[src/hdl/pd_pkg.sv]
`default_nettype none

package pd_pkg;

    localparam int unsigned MaxResults = 3;
    localparam int unsigned QueueDepth = 4;

    localparam logic [7:0] CH_PERCENT = 8'h25;
    localparam logic [7:0] CH_PLUS    = 8'h2B;
    localparam logic [7:0] CH_SPACE   = 8'h20;
    localparam logic [7:0] CH_LOW_A   = 8'h61;
    localparam logic [7:0] CH_UP_A    = 8'h41;
    localparam logic [7:0] CH_ZERO    = 8'h30;

    typedef struct packed {
        logic [7:0] in_byte;
        logic       in_last;
    } t_in_item;

    typedef struct packed {
        logic [7:0] out_byte;
        logic       out_last;
    } t_out_item;

    typedef enum logic [1:0] {
        PH_IDLE    = 2'd0,
        PH_PERCENT = 2'd1,
        PH_DIGIT   = 2'd2
    } t_phase;

    // Results of one input transaction, handed from decoder to output queue.
    typedef struct packed {
        logic [1:0] cnt;
        t_out_item  item2;
        t_out_item  item1;
        t_out_item  item0;
    } t_push;

    // Bit 4 set: character is a hex digit; bits 3:0 hold its value.
    function automatic logic [4:0] hex_val(input logic [7:0] ch);
        logic [4:0] r;
        r = 5'd0;
        if (ch >= CH_ZERO && ch <= CH_ZERO + 8'd9) begin
            r = {1'b1, 4'(ch - CH_ZERO)};
        end else if (ch >= CH_LOW_A && ch <= CH_LOW_A + 8'd5) begin
            r = {1'b1, 4'(ch - CH_LOW_A + 8'd10)};
        end else if (ch >= CH_UP_A && ch <= CH_UP_A + 8'd5) begin
            r = {1'b1, 4'(ch - CH_UP_A + 8'd10)};
        end
        return r;
    endfunction

endpackage

`default_nettype wire

[src/hdl/pd_decode.sv]
`default_nettype none

module pd_decode
    import pd_pkg::*;
(
    input  wire logic     i_clk,
    input  wire logic     i_rst_n,
    input  wire logic     i_cfg_we,
    input  wire logic     i_cfg_wdata,
    input  wire logic     i_accept,
    input  wire t_in_item i_item,
    output t_push         o_push
);

    logic       r_form_mode;
    t_phase     r_phase, n_phase;
    logic [7:0] r_held, n_held;

    logic [7:0] ch;
    logic [4:0] cur_hex;
    logic [4:0] held_hex;
    logic       fresh;
    logic [1:0] n;
    t_out_item  res [MaxResults];

    always_comb begin
        ch = i_item.in_byte;
        if (r_form_mode && ch == CH_PLUS) begin
            ch = CH_SPACE;
        end
        cur_hex  = hex_val(ch);
        held_hex = hex_val(r_held);
        n        = 2'd0;
        fresh    = 1'b0;
        n_phase  = r_phase;
        n_held   = r_held;
        for (int k = 0; k < MaxResults; k++) begin
            res[k] = '{out_byte: 8'd0, out_last: 1'b0};
        end

        unique case (r_phase)
            PH_PERCENT: begin
                if (cur_hex[4]) begin
                    if (i_item.in_last) begin
                        res[0].out_byte = CH_PERCENT;
                        res[1].out_byte = ch;
                        n               = 2'd2;
                        n_phase         = PH_IDLE;
                    end else begin
                        n_held  = ch;
                        n_phase = PH_DIGIT;
                    end
                end else begin
                    res[0].out_byte = CH_PERCENT;
                    n               = 2'd1;
                    fresh           = 1'b1;
                end
            end
            PH_DIGIT: begin
                if (cur_hex[4]) begin
                    res[0].out_byte = {held_hex[3:0], cur_hex[3:0]};
                    n               = 2'd1;
                    n_phase         = PH_IDLE;
                end else begin
                    res[0].out_byte = CH_PERCENT;
                    res[1].out_byte = r_held;
                    n               = 2'd2;
                    fresh           = 1'b1;
                end
            end
            default: begin
                fresh = 1'b1;
            end
        endcase

        if (fresh) begin
            if (ch == CH_PERCENT && !i_item.in_last) begin
                n_phase = PH_PERCENT;
            end else begin
                res[n].out_byte = ch;
                n               = n + 2'd1;
                n_phase         = PH_IDLE;
            end
        end

        if (i_item.in_last) begin
            n_phase = PH_IDLE;
            if (n != 2'd0) begin
                res[n - 2'd1].out_last = 1'b1;
            end
        end

        o_push.cnt   = i_accept ? n : 2'd0;
        o_push.item0 = res[0];
        o_push.item1 = res[1];
        o_push.item2 = res[2];
    end

    always_ff @(posedge i_clk) begin
        if (!i_rst_n) begin
            r_form_mode <= 1'b0;
            r_phase     <= PH_IDLE;
            r_held      <= 8'd0;
        end else begin
            if (i_cfg_we) begin
                r_form_mode <= i_cfg_wdata;
            end
            if (i_accept) begin
                r_phase <= n_phase;
                r_held  <= n_held;
            end
        end
    end

endmodule

`default_nettype wire

[src/hdl/pd_outq.sv]
`default_nettype none

module pd_outq
    import pd_pkg::*;
(
    input  wire logic  i_clk,
    input  wire logic  i_rst_n,
    input  wire t_push i_push,
    output logic       o_room,
    output logic       o_valid,
    input  wire logic  i_ready,
    output t_out_item  o_item
);

    localparam int unsigned CntW = $clog2(QueueDepth + 1);
    localparam int unsigned IdxW = $clog2(QueueDepth);

    t_out_item       r_q [QueueDepth];
    t_out_item       n_q [QueueDepth];
    logic [CntW-1:0] r_cnt, n_cnt;
    logic [CntW-1:0] base;
    logic [CntW-1:0] idx;
    logic            pop;
    t_out_item       push_item [MaxResults];

    always_comb begin
        push_item[0] = i_push.item0;
        push_item[1] = i_push.item1;
        push_item[2] = i_push.item2;
        pop  = (r_cnt != '0) && i_ready;
        base = r_cnt - CntW'(pop);
        // shift down on pop, head stays at slot 0
        for (int k = 0; k < QueueDepth; k++) begin
            if (pop && k < QueueDepth - 1) begin
                n_q[k] = r_q[k + 1];
            end else begin
                n_q[k] = r_q[k];
            end
        end
        // append new results behind what remains
        for (int j = 0; j < MaxResults; j++) begin
            idx = base + CntW'(j);
            if (CntW'(j) < CntW'(i_push.cnt)) begin
                n_q[idx[IdxW-1:0]] = push_item[j];
            end
        end
        n_cnt = base + CntW'(i_push.cnt);
    end

    always_ff @(posedge i_clk) begin
        if (!i_rst_n) begin
            r_cnt <= '0;
        end else begin
            r_cnt <= n_cnt;
        end
    end

    always_ff @(posedge i_clk) begin
        r_q <= n_q;
    end

    // Room for a full burst of results regardless of the output side.
    assign o_room  = r_cnt <= CntW'(QueueDepth - MaxResults);
    assign o_valid = r_cnt != '0;
    assign o_item  = r_q[0];

endmodule

`default_nettype wire

[src/hdl/percent_decoder.sv]
`default_nettype none

// Streaming URL percent-escape decoder. Encoded characters enter one per input
// transaction on the in channel (in_last marks the end of a string); decoded
// characters leave one per transaction on the out channel, out_last set on the
// final decoded character. '%' plus two hex digits of either case becomes one
// byte; a broken or truncated escape passes through literally and the breaking
// character is reconsidered, so it may open a new escape. With form_mode set
// (i_cfg_we / i_cfg_wdata, write only while idle), '+' becomes a space first.
// Timing: an input transaction is decoded in the cycle it is accepted and its
// zero to three results are registered into the output queue behind those it
// holds, leaving at one per cycle while i_out_ready is high. The four-entry
// queue accepts input whenever it holds at most one result, so with out ready a
// one-result-per-character stream runs at one character per cycle; characters
// flushing 2 or 3 literal bytes take longer, set by the single output port.
module percent_decoder
    import pd_pkg::*;
(
    input  wire logic     i_clk,
    input  wire logic     i_rst_n,
    input  wire logic     i_cfg_we,
    input  wire logic     i_cfg_wdata,
    input  wire logic     i_in_valid,
    output logic          o_in_ready,
    input  wire t_in_item i_in_item,
    output logic          o_out_valid,
    input  wire logic     i_out_ready,
    output t_out_item     o_out_item
);

    t_push push;
    logic  room;
    logic  accept;

    // Accept only when the queue can absorb the largest burst of results.
    assign o_in_ready = room;
    assign accept     = i_in_valid && room;

    // Escape tracking, form mode and the per-character result list.
    pd_decode u_decode (
        .i_clk       (i_clk),
        .i_rst_n     (i_rst_n),
        .i_cfg_we    (i_cfg_we),
        .i_cfg_wdata (i_cfg_wdata),
        .i_accept    (accept),
        .i_item      (i_in_item),
        .o_push      (push)
    );

    // Hold results and advance them one per output transaction.
    pd_outq u_outq (
        .i_clk   (i_clk),
        .i_rst_n (i_rst_n),
        .i_push  (push),
        .o_room  (room),
        .o_valid (o_out_valid),
        .i_ready (i_out_ready),
        .o_item  (o_out_item)
    );

endmodule

`default_nettype wire

[config.mk]
export PLATFORM = sky130hd
export DESIGN_NAME = percent_decoder
export DESIGN_NICKNAME = d
export VERILOG_FILES = /design/src/hdl/pd_pkg.sv /design/src/hdl/pd_decode.sv /design/src/hdl/pd_outq.sv /design/src/hdl/percent_decoder.sv
export SDC_FILE = /design/constraint.sdc
export NUM_CORES = 1
export LEC_CHECK = 0
export ABC_CLOCK_PERIOD_IN_PS = 8100
export BUFFER_PORTS_ARGS = -buffer_cell sky130_fd_sc_hd__buf_2
export CAP_MARGIN = 0
export CELL_PAD_IN_SITES_DETAIL_PLACEMENT = 0
export CELL_PAD_IN_SITES_GLOBAL_PLACEMENT = 1
export CORE_MARGIN = 2
export CORE_UTILIZATION = 40
export DETAILED_ROUTE_END_ITERATION = 12
export PLACE_DENSITY = 0.8
export SLEW_MARGIN = 30
export SYNTH_ARGS = -nofsm -noshare
export SYNTH_HDL_FRONTEND = slang
export SYNTH_SLANG_ARGS = --single-unit
[constraint.sdc]
create_clock -name i_clk -period 8.1 [get_ports i_clk]
set_input_delay 0.81 -clock i_clk [delete_from_list [all_inputs] [get_ports i_clk]]
set_output_delay 0.81 -clock i_clk [all_outputs]
set_load 0.02 [all_outputs]
==> results.json, run 1 <==
{
  "status": "finished clean",
  "cts_tree": "yes",
  "r2r_cells": 13,
  "synth_edf_count": 0,
  "grt_pass1_wl_um": 20800,
  "r2r-end": "u_outq.o_item[1]$_DFF_P_",
  "cts_buffers": 5,
  "required_ns": 8.34,
  "power_w": 0.00112,
  "async_flop_share_pct": 0,
  "grt_overflow": 0,
  "yosys-top-cells-area": "dfxtp_1, nand2_1, nor2_1",
  "num_vias": 4011,
  "rows": 36,
  "fillers": 1057,
  "synth-seq-cells": 50,
  "cp_max_fo": 24,
  "r2r_slack_ns": 3.64,
  "critical_path_class": "in2reg",
  "drv_cap": 0,
  "initial_core_util_pct": 41.2,
  "die_h_um": 105,
  "drt_iter0_drc": 322,
  "grt_pass1_vias": 3997,
  "syn_inst": 518,
  "synth_common_cells": "nand2_1, nor2_1, dfxtp_1, a21oi_1, mux2i_1",
  "synth_flop_cell": "dfxtp_1",
  "hold_path_end": "u_decode.r_held[7]$_SDFFE_PN0P_",
  "dr.pass1.iters": 5,
  "timing.rr.start": "u_decode.r_form_mode$_SDFFE_PN0P_",
  "yosys.area.top_type_share_pct": 24.7,
  "die_w_um": 105,
  "clock_path_buffers": 2,
  "nNetsFinal": 543,
  "hold_viol": 0,
  "ys_types": 73,
  "drt-wirelength-per-cell_um": 19.7,
  "final_core_util_pct": 43.5,
  "drive_gt1_share_pct": 12.9,
  "postSynthAreaPerCell_um2": 7.81,
  "clockRootBuffer": "clkbuf_8",
  "drv_slew": 0,
  "clock.fmax_mhz": 200,
  "port_buffers": 25,
  "cts.sinks": 50,
  "synth_top_cell_by_area": "dfxtp_1",
  "fin_crit_sh_pct": 61.6,
  "antenna_cells": 0,
  "postCtsHoldBufs": 0,
  "relSlewSlack_pct": 36.0,
  "core_area_um2": 9820,
  "path_clk_slew_ns": 0.10,
  "clk_latency_ns": 0.31,
  "gp_congestion": 0.946,
  "antenna_found_initial": 0,
  "grt_max_degree": 28,
  "drc": 0,
  "avgViaCountPerCell": 6.21,
  "rsz0062_at_grt": "no",
  "h-tree-depth": 2,
  "drt-total-wl_um": 12700,
  "die-area_um2": 10900,
  "antenna_left": 0,
  "track_usage_pct": 23.3,
  "worst_pin_slew_ns": 0.954,
  "cts_setup_buffers": 0,
  "cts_resized": 0,
  "finalSetupViolations": 0,
  "whs_path_depth": 2,
  "ios": 26,
  "min_from": "u_decode.r_held[7]$_SDFFE_PN0P_",
  "syn_nets": 548,
  "fin_worst_skew_ns": 0.00452,
  "area_delta_synth_final_pct": 5.47,
  "ys_seq_area_share_pct": 24.7,
  "leakagePower_nw": 1.58,
  "power_density_nw_per_um2": 262,
  "dp_hpwl_um": 9400,
  "period_needed_ns": 4.99,
  "crit_path_end_kind": "flop",
  "yosysMostFrequentCell": "nand2_1",
  "yosys_warnings": 0,
  "min_path_type": "reg2reg",
  "startpoint_type": "primary input",
  "irDropWorstVdd_mv": 0.0813,
  "netlist_area_um2": 4050,
  "crit_arrival_ns": 5.24,
  "tns_ns": 0
}
## cells by family (layout without fill, tap and decap cells)
kind of cell / after synthesis / in the layout / synth area share [%]
simple gates: 186 / 186 / 23.1
fa+ha+maj: 15 / 15 / 4.82
flops: 50 / 50 / 24.7
compound gates: 182 / 182 / 33.5
buf+inv: 56 / 51 / 6.68
xor+xnor: 4 / 4 / 0.866
mux: 25 / 25 / 6.31
## sequential cells by signal (all words and copies together) (netlist names)
signal,count
u_decode.r_held,8
u_decode.r_phase,2
u_outq.r_q,27
u_outq.o_item,9
u_decode.r_form_mode,1
u_outq.r_cnt,3
## cell usage in the layout (no fill, tap or decap), drive strengths merged, types with 5 or more instances in the layout
| cell type | n |
|---|---|
| o211ai | 11 |
| clkbuf | 6 |
| a31oi | 8 |
| o21ai | 28 |
| nand2 | 62 |
| or3 | 5 |
| a32oi | 6 |
| a21o | 5 |
| nor3 | 10 |
| and2 | 8 |
| a2bb2oi | 8 |
| buf | 27 |
| dfxtp | 50 |
| ha | 14 |
| o31ai | 7 |
| nor2 | 58 |
| a22oi | 18 |
| mux2i | 21 |
| a22o | 11 |
| nand3 | 10 |
| a211oi | 7 |
| a21oi | 36 |
| and3 | 7 |
| o221ai | 8 |
| inv | 17 |
## through the flow
| stage | worst slack, ns | instances | instance area, um2 | hold slack (ns) |
|---|---|---|---|---|
| global route | 2.78 | 646 | 4270 | 0.535 |
| global placement | 3.13 | 639 | 4150 | 0.479 |
| finish | 3.11 | 646 | 4270 | 0.503 |
| detailed placement | 2.90 | 639 | 4150 | 0.487 |
| CTS | 3.20 | 646 | 4260 | 0.504 |
| floorplan | 3.69 | 518 | 4050 | 0.428 |
## area by class of cell
type | instances | area, um2 | area share [%]
Multi-Input combinational cell | 412 | 2780 | 65.2
Sequential cell | 50 | 1000 | 23.5
Tap cell | 133 | 166 | 3.90
Timing Repair Buffer | 27 | 140 | 3.28
Clock buffer | 6 | 82.6 | 1.93
Inverter | 17 | 63.8 | 1.50
Clock inverter | 1 | 30.0 | 0.704
## worst max-delay path by stage
stage,to,slack [ns],cells past startpoint,start
final,u_outq.o_item[1]$_DFF_P_,3.11,15,i_in_item[1]
after global routing,u_outq.o_item[7]$_DFF_P_,2.78,15,i_in_item[1]
after CTS,u_outq.o_item[7]$_DFF_P_,3.20,15,i_in_item[1]
after detailed placement,u_outq.o_item[7]$_DFF_P_,2.90,15,i_in_item[1]
after global placement,u_outq.o_item[7]$_DFF_P_,3.13,15,i_in_item[1]
after floorplan,u_outq.r_cnt[2]$_SDFF_PN0_,3.69,18,i_in_item[2]
## layer usage
metal	up-vias	share of wire, %	global-route usage, %
li1	1919	-	-
met1	1883	44	30.6
met2	180	46	38.4
met3	29	7.7	4.18
met4	0	2.6	8.19
met5	-	0	0
## worst max-delay path, cell delays in order
cell	delay (ns)
buf_2	0.16
ha_1	0.21
and4b_1	0.22
a22oi_1	0.39
a21oi_2	0.21
nor2_1	0.24
nand2_1	0.11
and2_1	0.19
ha_1	0.30
o31ai_1	0.11
a31oi_4	0.24
nand2_1	0.53
o21ai_1	0.95
mux2_2	0.42
o21ai_1	0.13
## power breakdown
group / leakage (nW) / internal [W] / switching [W] / total, W
registers: 0.417 / 0.000349 / 0.0000483 / 0.000397
clock network: 0.0573 / 0.0000991 / 0.0000906 / 0.000190
logic: 1.11 / 0.000227 / 0.000304 / 0.000532
total: 1.58 / 0.000675 / 0.000443 / 0.00112
(Power assumes the default switching activity.)
==> inputs of run 2 (changes only) <==
--- a/config.mk
+++ b/config.mk
@@ -5,7 +5,7 @@
 export SDC_FILE = /design/constraint.sdc
 export NUM_CORES = 1
 export LEC_CHECK = 0
-export ABC_CLOCK_PERIOD_IN_PS = 8100
+export ABC_CLOCK_PERIOD_IN_PS = 4860
 export BUFFER_PORTS_ARGS = -buffer_cell sky130_fd_sc_hd__buf_2
 export CAP_MARGIN = 0
 export CELL_PAD_IN_SITES_DETAIL_PLACEMENT = 0
==> constraint.sdc (replaced) <==
create_clock -name i_clk -period 4.86 [get_ports i_clk]
set_input_delay 0.486 -clock i_clk [delete_from_list [all_inputs] [get_ports i_clk]]
set_output_delay 0.486 -clock i_clk [all_outputs]
set_load 0.02 [all_outputs]
==> run 2 against run 1 <==
  * Sequential power up 68%
  * Wire length down 0.20%
  * Flip-flop and latch count unchanged
  * Largest cell class unchanged
  * Setup slack worse by 2.4 ns
  * Largest power group unchanged
  * Critical endpoint is now u_outq.r_q[6]$_DFF_P_
  * Design area up 1.7%
  * Hold slack worse by 0.093 ns
  * Clock power up 61%
  * Power up 66%
==> results.json, run 2 (synthesis results as in run 1) <==
{
  "crit_buf_inv": 2,
  "switching_share_pct": 39.7,
  "antenna_cells": 0,
  "postCtsHoldBufs": 0,
  "grt_overflow": 0,
  "finalHoldWorstSlack_ns": 0.410,
  "clockRootBuffer": "clkbuf_8",
  "power_switching_w": 0.000739,
  "crit_path_end_kind": "flop",
  "place_ws_ns": 0.474,
  "irDropWorstVdd_mv": 0.188,
  "rows": 36,
  "initial_core_util_pct": 41.2,
  "worst_pin_slew_ns": 0.815,
  "power_density_nw_per_um2": 429,
  "setup_ws_ns": 0.702,
  "path_clk_slew_ns": 0.10,
  "clk_latency_ns": 0.31,
  "fin_crit_sh_pct": 85.6,
  "core_area_um2": 9820,
  "path_cells": "buf_2 > ha_1 > and4b_1 > a22oi_1 > a21oi_2 > nor2_1 > nand2_1 > and2_1 > ha_1 > o31ai_1 > a31oi_4 > and2_1 > buf_4 > a21oi_2 > mux2i_1 > o221ai_1",
  "placed_area_um2": 4230,
  "largest_reg_flops": 27,
  "clock_path_buffers": 2,
  "dp_hpwl_um": 9490,
  "intPower_w": 0.00112,
  "antenna_left": 0,
  "startpoint_type": "primary input",
  "required_ns": 5.04,
  "clock.fmax_mhz": 240,
  "port_buffers": 25,
  "drive_gt1_share_pct": 14.3,
  "crit_family": "compound AO/OA/AOI/OAI gates",
  "cp_slowest_cell": "o31ai_1",
  "slowest_delay_ns": 0.39,
  "cp_max_fo": 10,
  "rsz0062_at_grt": "no",
  "met1_length_um": 5530,
  "gp_congestion": 0.989,
  "cts_resized": 0,
  "relSlewSlack_pct": 45.4,
  "design_area_um2": 4340,
  "tns_ns": 0,
  "drt-total-wl_um": 12700,
  "drt_iter0_drc": 269,
  "critical_path_class": "in2reg",
  "min_path_type": "in2reg",
  "ios": 26,
  "drv_slew": 0,
  "top_register": "u_outq.r_q",
  "avgViaCountPerCell": 6.13,
  "dr.pass1.iters": 5,
  "layout_common_cells": "nand2_1, nor2_1, dfxtp_1",
  "status": "finished clean",
  "area_delta_synth_final_pct": 7.27,
  "dpl.cell_count": 650,
  "stdcell_count": 658,
  "cts_setup_buffers": 0,
  "finalSetupViolations": 0,
  "die_h_um": 105,
  "cts_buffers": 5,
  "drc": 0,
  "grt_pass1_wl_um": 20600,
  "leakagePower_nw": 1.63,
  "met3_length_um": 993,
  "pwr-share-clk_pct": 16.4,
  "cts.sinks": 50,
  "die_w_um": 105,
  "grt_pass1_vias": 3876,
  "final_common_cell": "nand2_1",
  "comb_power_share_pct": 47.9,
  "crit_arrival_ns": 4.34,
  "period_needed_ns": 4.16,
  "h-tree-depth": 2,
  "met2WireLength_um": 5870,
  "die-area_um2": 10900,
  "highest_layer": "met4",
  "drt-wirelength-per-cell_um": 19.3,
  "cts_tree": "yes",
  "seq_power_share_pct": 35.7,
  "hold_viol": 0,
  "num_vias": 4033,
  "track_usage_pct": 23.1,
  "fin_worst_skew_ns": 0.0105,
  "antenna_found_initial": 0,
  "grt_max_degree": 27,
  "drv_cap": 0,
  "nNetsFinal": 554
}
-- run 2: cell count changes in the layout (fill, tap and decap cells not counted) --
cell	change
a21oi_1	+2
a21oi_2	-2
buf_4	+11
clkbuf_1	+1
clkbuf_8	-1
clkinvlp_4	+1
-- run 2: area by class of cell --
cell class | instances | area [um2]
Clock buffer | 6 | 72.6
Inverter | 17 | 63.8
Tap cell | 133 | 166
Fill cell | 1030 | 5480
Sequential cell | 50 | 1000
Multi-Input combinational cell | 412 | 2780
Clock inverter | 2 | 37.5
Timing Repair Buffer | 38 | 223
-- run 2: worst paths after layout --
path	from	endpoint	slack [ns]	cells after the start
worst max register to register	u_decode.r_form_mode$_SDFFE_PN0P_	u_outq.r_q[6]$_DFF_P_	0.90	14
worst min-delay path	i_cfg_wdata	u_decode.r_form_mode$_SDFFE_PN0P_	0.41	3
worst min register to register	u_decode.r_held[7]$_SDFFE_PN0P_	u_decode.r_held[7]$_SDFFE_PN0P_	0.51	2
worst max-delay path	i_in_item[1]	u_outq.r_q[6]$_DFF_P_	0.70	16
-- run 2: worst reg2reg max path, delay by kind of cell, from the launching register on --
kind,cells,cell delay [ns]
compound gates,6,1.55
simple gates,5,1.13
flops,1,0.33
fa+ha+maj,1,0.30
buf+inv,1,0.27
mux,1,0.26
-- run 2: stage by stage --
stage | power (W) | utilization (%)
2_1_floorplan | 0.00139 | -
3_3_place_gp | 0.00154 | 43.1
3_5_place_dp | 0.00155 | 43.1
4_1_cts | 0.00186 | 44.2
5_1_grt | 0.00201 | 44.2
6_report | 0.00186 | 44.2
-- run 2: layer usage --
layer	global-route usage, %	up-vias
met5	0	-
met4	7.52	0
met3	3.24	26
met2	37.9	188
met1	31.4	1874
li1	-	1945
-- run 2: power by group through the flow --
stage | logic, W | registers [W] | clock network, W
after CTS | 0.000885 | 0.000666 | 0.000312
after floorplan | 0.000739 | 0.000649 | 0
after detailed placement | 0.000879 | 0.000675 | 0
final | 0.000892 | 0.000665 | 0.000305
after global routing | 0.000996 | 0.000686 | 0.000332
after global placement | 0.000873 | 0.000671 | 0
==> inputs of run 3 (changes only) <==
--- a/config.mk
+++ b/config.mk
@@ -7,14 +7,15 @@
 export LEC_CHECK = 0
 export ABC_CLOCK_PERIOD_IN_PS = 4860
 export BUFFER_PORTS_ARGS = -buffer_cell sky130_fd_sc_hd__buf_2
-export CAP_MARGIN = 0
+export CAP_MARGIN = 5
 export CELL_PAD_IN_SITES_DETAIL_PLACEMENT = 0
 export CELL_PAD_IN_SITES_GLOBAL_PLACEMENT = 1
 export CORE_MARGIN = 2
 export CORE_UTILIZATION = 40
 export DETAILED_ROUTE_END_ITERATION = 12
-export PLACE_DENSITY = 0.8
+export PLACE_DENSITY = 0.79
 export SLEW_MARGIN = 30
 export SYNTH_ARGS = -nofsm -noshare
 export SYNTH_HDL_FRONTEND = slang
+export SYNTH_HIERARCHICAL = 1
 export SYNTH_SLANG_ARGS = --single-unit
==> run 3 against run 2 <==
  * Synthesized cell count shrank 0.97%
  * Utilization shrank 1.2 points
  * Non-clock buffer count is the same
==> results.json, run 3 <==
{
  "nNetsFinal": 545,
  "drv_slew": 0,
  "synth_common_cells": "dfxtp_1, nand2_1, o22ai_1, a31oi_1, a21oi_1",
  "min_path_type": "in2reg",
  "crit_path_end_kind": "flop",
  "leakagePower_nw": 1.64,
  "drt_iter0_drc": 378,
  "drt-total-wl_um": 12900,
  "grt_pass1_wl_um": 20900,
  "largest_reg_flops": 27,
  "layout_common_cells": "dfxtp_1, nand2_1, o22ai_1",
  "fillers": 1065,
  "cts_buffers": 5,
  "gp_congestion": 0.901,
  "synth-seq-cells": 50,
  "r2r_slack_ns": 0.68,
  "clock_path_buffers": 2,
  "postCtsHoldBufs": 0,
  "dr.pass1.iters": 6,
  "die_h_um": 107,
  "grt_overflow": 0,
  "grt_max_degree": 29,
  "synth_flop_cell": "dfxtp_1",
  "yosys.area.top_type_share_pct": 23.7,
  "async_flop_share_pct": 0,
  "area_delta_synth_final_pct": 4.81,
  "synth_top_cell_by_area": "dfxtp_1",
  "hold_path_end": "u_decode/r_form_mode$_SDFFE_PN0P_",
  "cts_tree": "yes",
  "antenna_cells": 0,
  "core_area_um2": 10300,
  "r2r_cells": 17,
  "top_register": "u_outq/r_q",
  "synth_edf_count": 0,
  "port_buffers": 25,
  "whs_path_depth": 3,
  "syn_nets": 543,
  "die-area_um2": 11400,
  "status": "finished clean",
  "period_needed_ns": 4.32,
  "irDropWorstVdd_mv": 0.220,
  "initial_core_util_pct": 41.0,
  "timing.rr.start": "u_decode/r_form_mode$_SDFFE_PN0P_",
  "num_vias": 4075,
  "place_ws_ns": 0.269,
  "netlist_area_um2": 4220,
  "power_density_nw_per_um2": 630,
  "r2r-end": "u_outq/o_item[7]$_DFF_P_",
  "avgViaCountPerCell": 6.25,
  "path_clk_slew_ns": 0.10,
  "ios": 26,
  "yosys-top-cells-area": "dfxtp_1, mux2i_1, a22o_1",
  "yosysMostFrequentCell": "dfxtp_1",
  "ys_seq_area_share_pct": 23.7,
  "rows": 37,
  "cp_max_fo": 21,
  "clock.fmax_mhz": 231,
  "tns_ns": 0,
  "antenna_found_initial": 0,
  "cts_setup_buffers": 0,
  "required_ns": 5.10,
  "clockRootBuffer": "clkbuf_8",
  "finalSetupViolations": 0,
  "drv_cap": 0,
  "antenna_left": 0,
  "clk_latency_ns": 0.31,
  "hold_viol": 0,
  "fin_worst_skew_ns": 0.00704,
  "dpl.cell_count": 644,
  "drc": 0,
  "design_area_um2": 4420,
  "finalHoldWorstSlack_ns": 0.449,
  "relSlewSlack_pct": 41.0,
  "postSynthAreaPerCell_um2": 8.22,
  "cts.sinks": 50,
  "placed_area_um2": 4300,
  "setup_ws_ns": 0.535,
  "rsz0062_at_grt": "no",
  "critical_path_class": "in2reg",
  "startpoint_type": "primary input",
  "drive_gt1_share_pct": 13.4,
  "h-tree-depth": 2,
  "yosys_warnings": 6,
  "syn_inst": 513,
  "grt_pass1_vias": 3915,
  "min_from": "i_cfg_wdata",
  "die_w_um": 107,
  "worst_pin_slew_ns": 0.883,
  "stdcell_count": 652,
  "crit_arrival_ns": 4.56,
  "fin_crit_sh_pct": 89.0,
  "dp_hpwl_um": 9170,
  "drt-wirelength-per-cell_um": 19.7,
  "track_usage_pct": 23.1,
  "cts_resized": 0,
  "final_common_cell": "dfxtp_1",
  "ys_types": 68
}
==> run 3: cell count changes in the layout (fill, tap and decap cells not counted), moves of 10 or more <==
cell / change
nor2_1: -34
and2_1: +11
a31oi_1: +24
o21ai_0: -12
a22o_1: +14
nand2_1: -18
o2bb2ai_1: +11
nor2b_1: +22
o211ai_1: -10
o22ai_1: +31
==> run 3: cell type report <==
class                           instances  area (um2)  share of cell area [%]
Sequential cell                        50        1000                    22.7
Multi-Input combinational cell        399        2820                    63.9
Inverter                               21        78.8                    1.78
Tap cell                              136         170                    3.85
Timing Repair Buffer                   38         223                    5.04
Clock inverter                          2        38.8                   0.878
Clock buffer                            6        82.6                    1.87
==> run 3: per-layer routing <==
| metal | vias up | track usage, % | part of all wire [%] |
|---|---|---|---|
| li1 | 1928 | - | - |
| met1 | 1905 | 31.5 | 44 |
| met2 | 211 | 36.5 | 44 |
| met3 | 31 | 3.95 | 8.4 |
| met4 | 0 | 8.63 | 3.0 |
| met5 | - | 0 | 0 |
==> run 3: where the power goes <==
part / internal, W / switching (W) / total, W
sequential: 0.000591 / 0.0000949 / 0.000686
combinational: 0.000676 / 0.00110 / 0.00178
clock: 0.000170 / 0.000151 / 0.000321
total: 0.00144 / 0.00135 / 0.00278
==> run 3: kinds of logic after synthesis <==
group | after synthesis | share of synthesized area [%]
AOI/OAI and AO/OA | 201 | 34.0
and+or+nand+nor | 148 | 19.8
buffers and inverters | 64 | 9.38
DFF | 50 | 23.7
muxes | 29 | 7.21
adders and majority gates | 15 | 4.63
xor gates and xnor gates | 6 | 1.25
==> run 3: stage by stage <==
step                total power (W)  util, %
finish                      0.00278     43.0
CTS                         0.00275     43.0
floorplan                   0.00217        -
global route                0.00297     43.0
detailed placement          0.00243     41.8
global placement            0.00238     41.8
==> run 3: worst max path at each step <==
stage / start / end / slack [ns] / cells after the start
final: i_in_item[5] / u_outq/o_item[7]$_DFF_P_ / 0.54 / 18
after global placement: i_in_item[5] / u_outq/r_q[26]$_DFF_P_ / 0.43 / 19
after detailed placement: i_in_item[5] / u_outq/o_item[7]$_DFF_P_ / 0.27 / 18
after CTS: i_in_item[5] / u_outq/o_item[7]$_DFF_P_ / 0.59 / 18
after global routing: i_in_item[5] / u_outq/o_item[7]$_DFF_P_ / 0.10 / 18
after floorplan: i_in_item[5] / u_outq/r_cnt[2]$_SDFF_PN0_ / 0.62 / 22
==> run 3: critical path: stages <==
cell	delay (ns)
buf_2	0.17
nor4b_4	0.38
nand4_1	0.13
nand2_1	0.15
inv_1	0.13
ha_1	0.25
o311ai_0	0.29
a21o_1	0.24
nand3_1	0.10
a21oi_1	0.26
inv_1	0.11
ha_1	0.31
nand3_1	0.12
a21boi_2	0.24
buf_4	0.28
nand2_1	0.26
o22a_1	0.44
a31oi_1	0.22
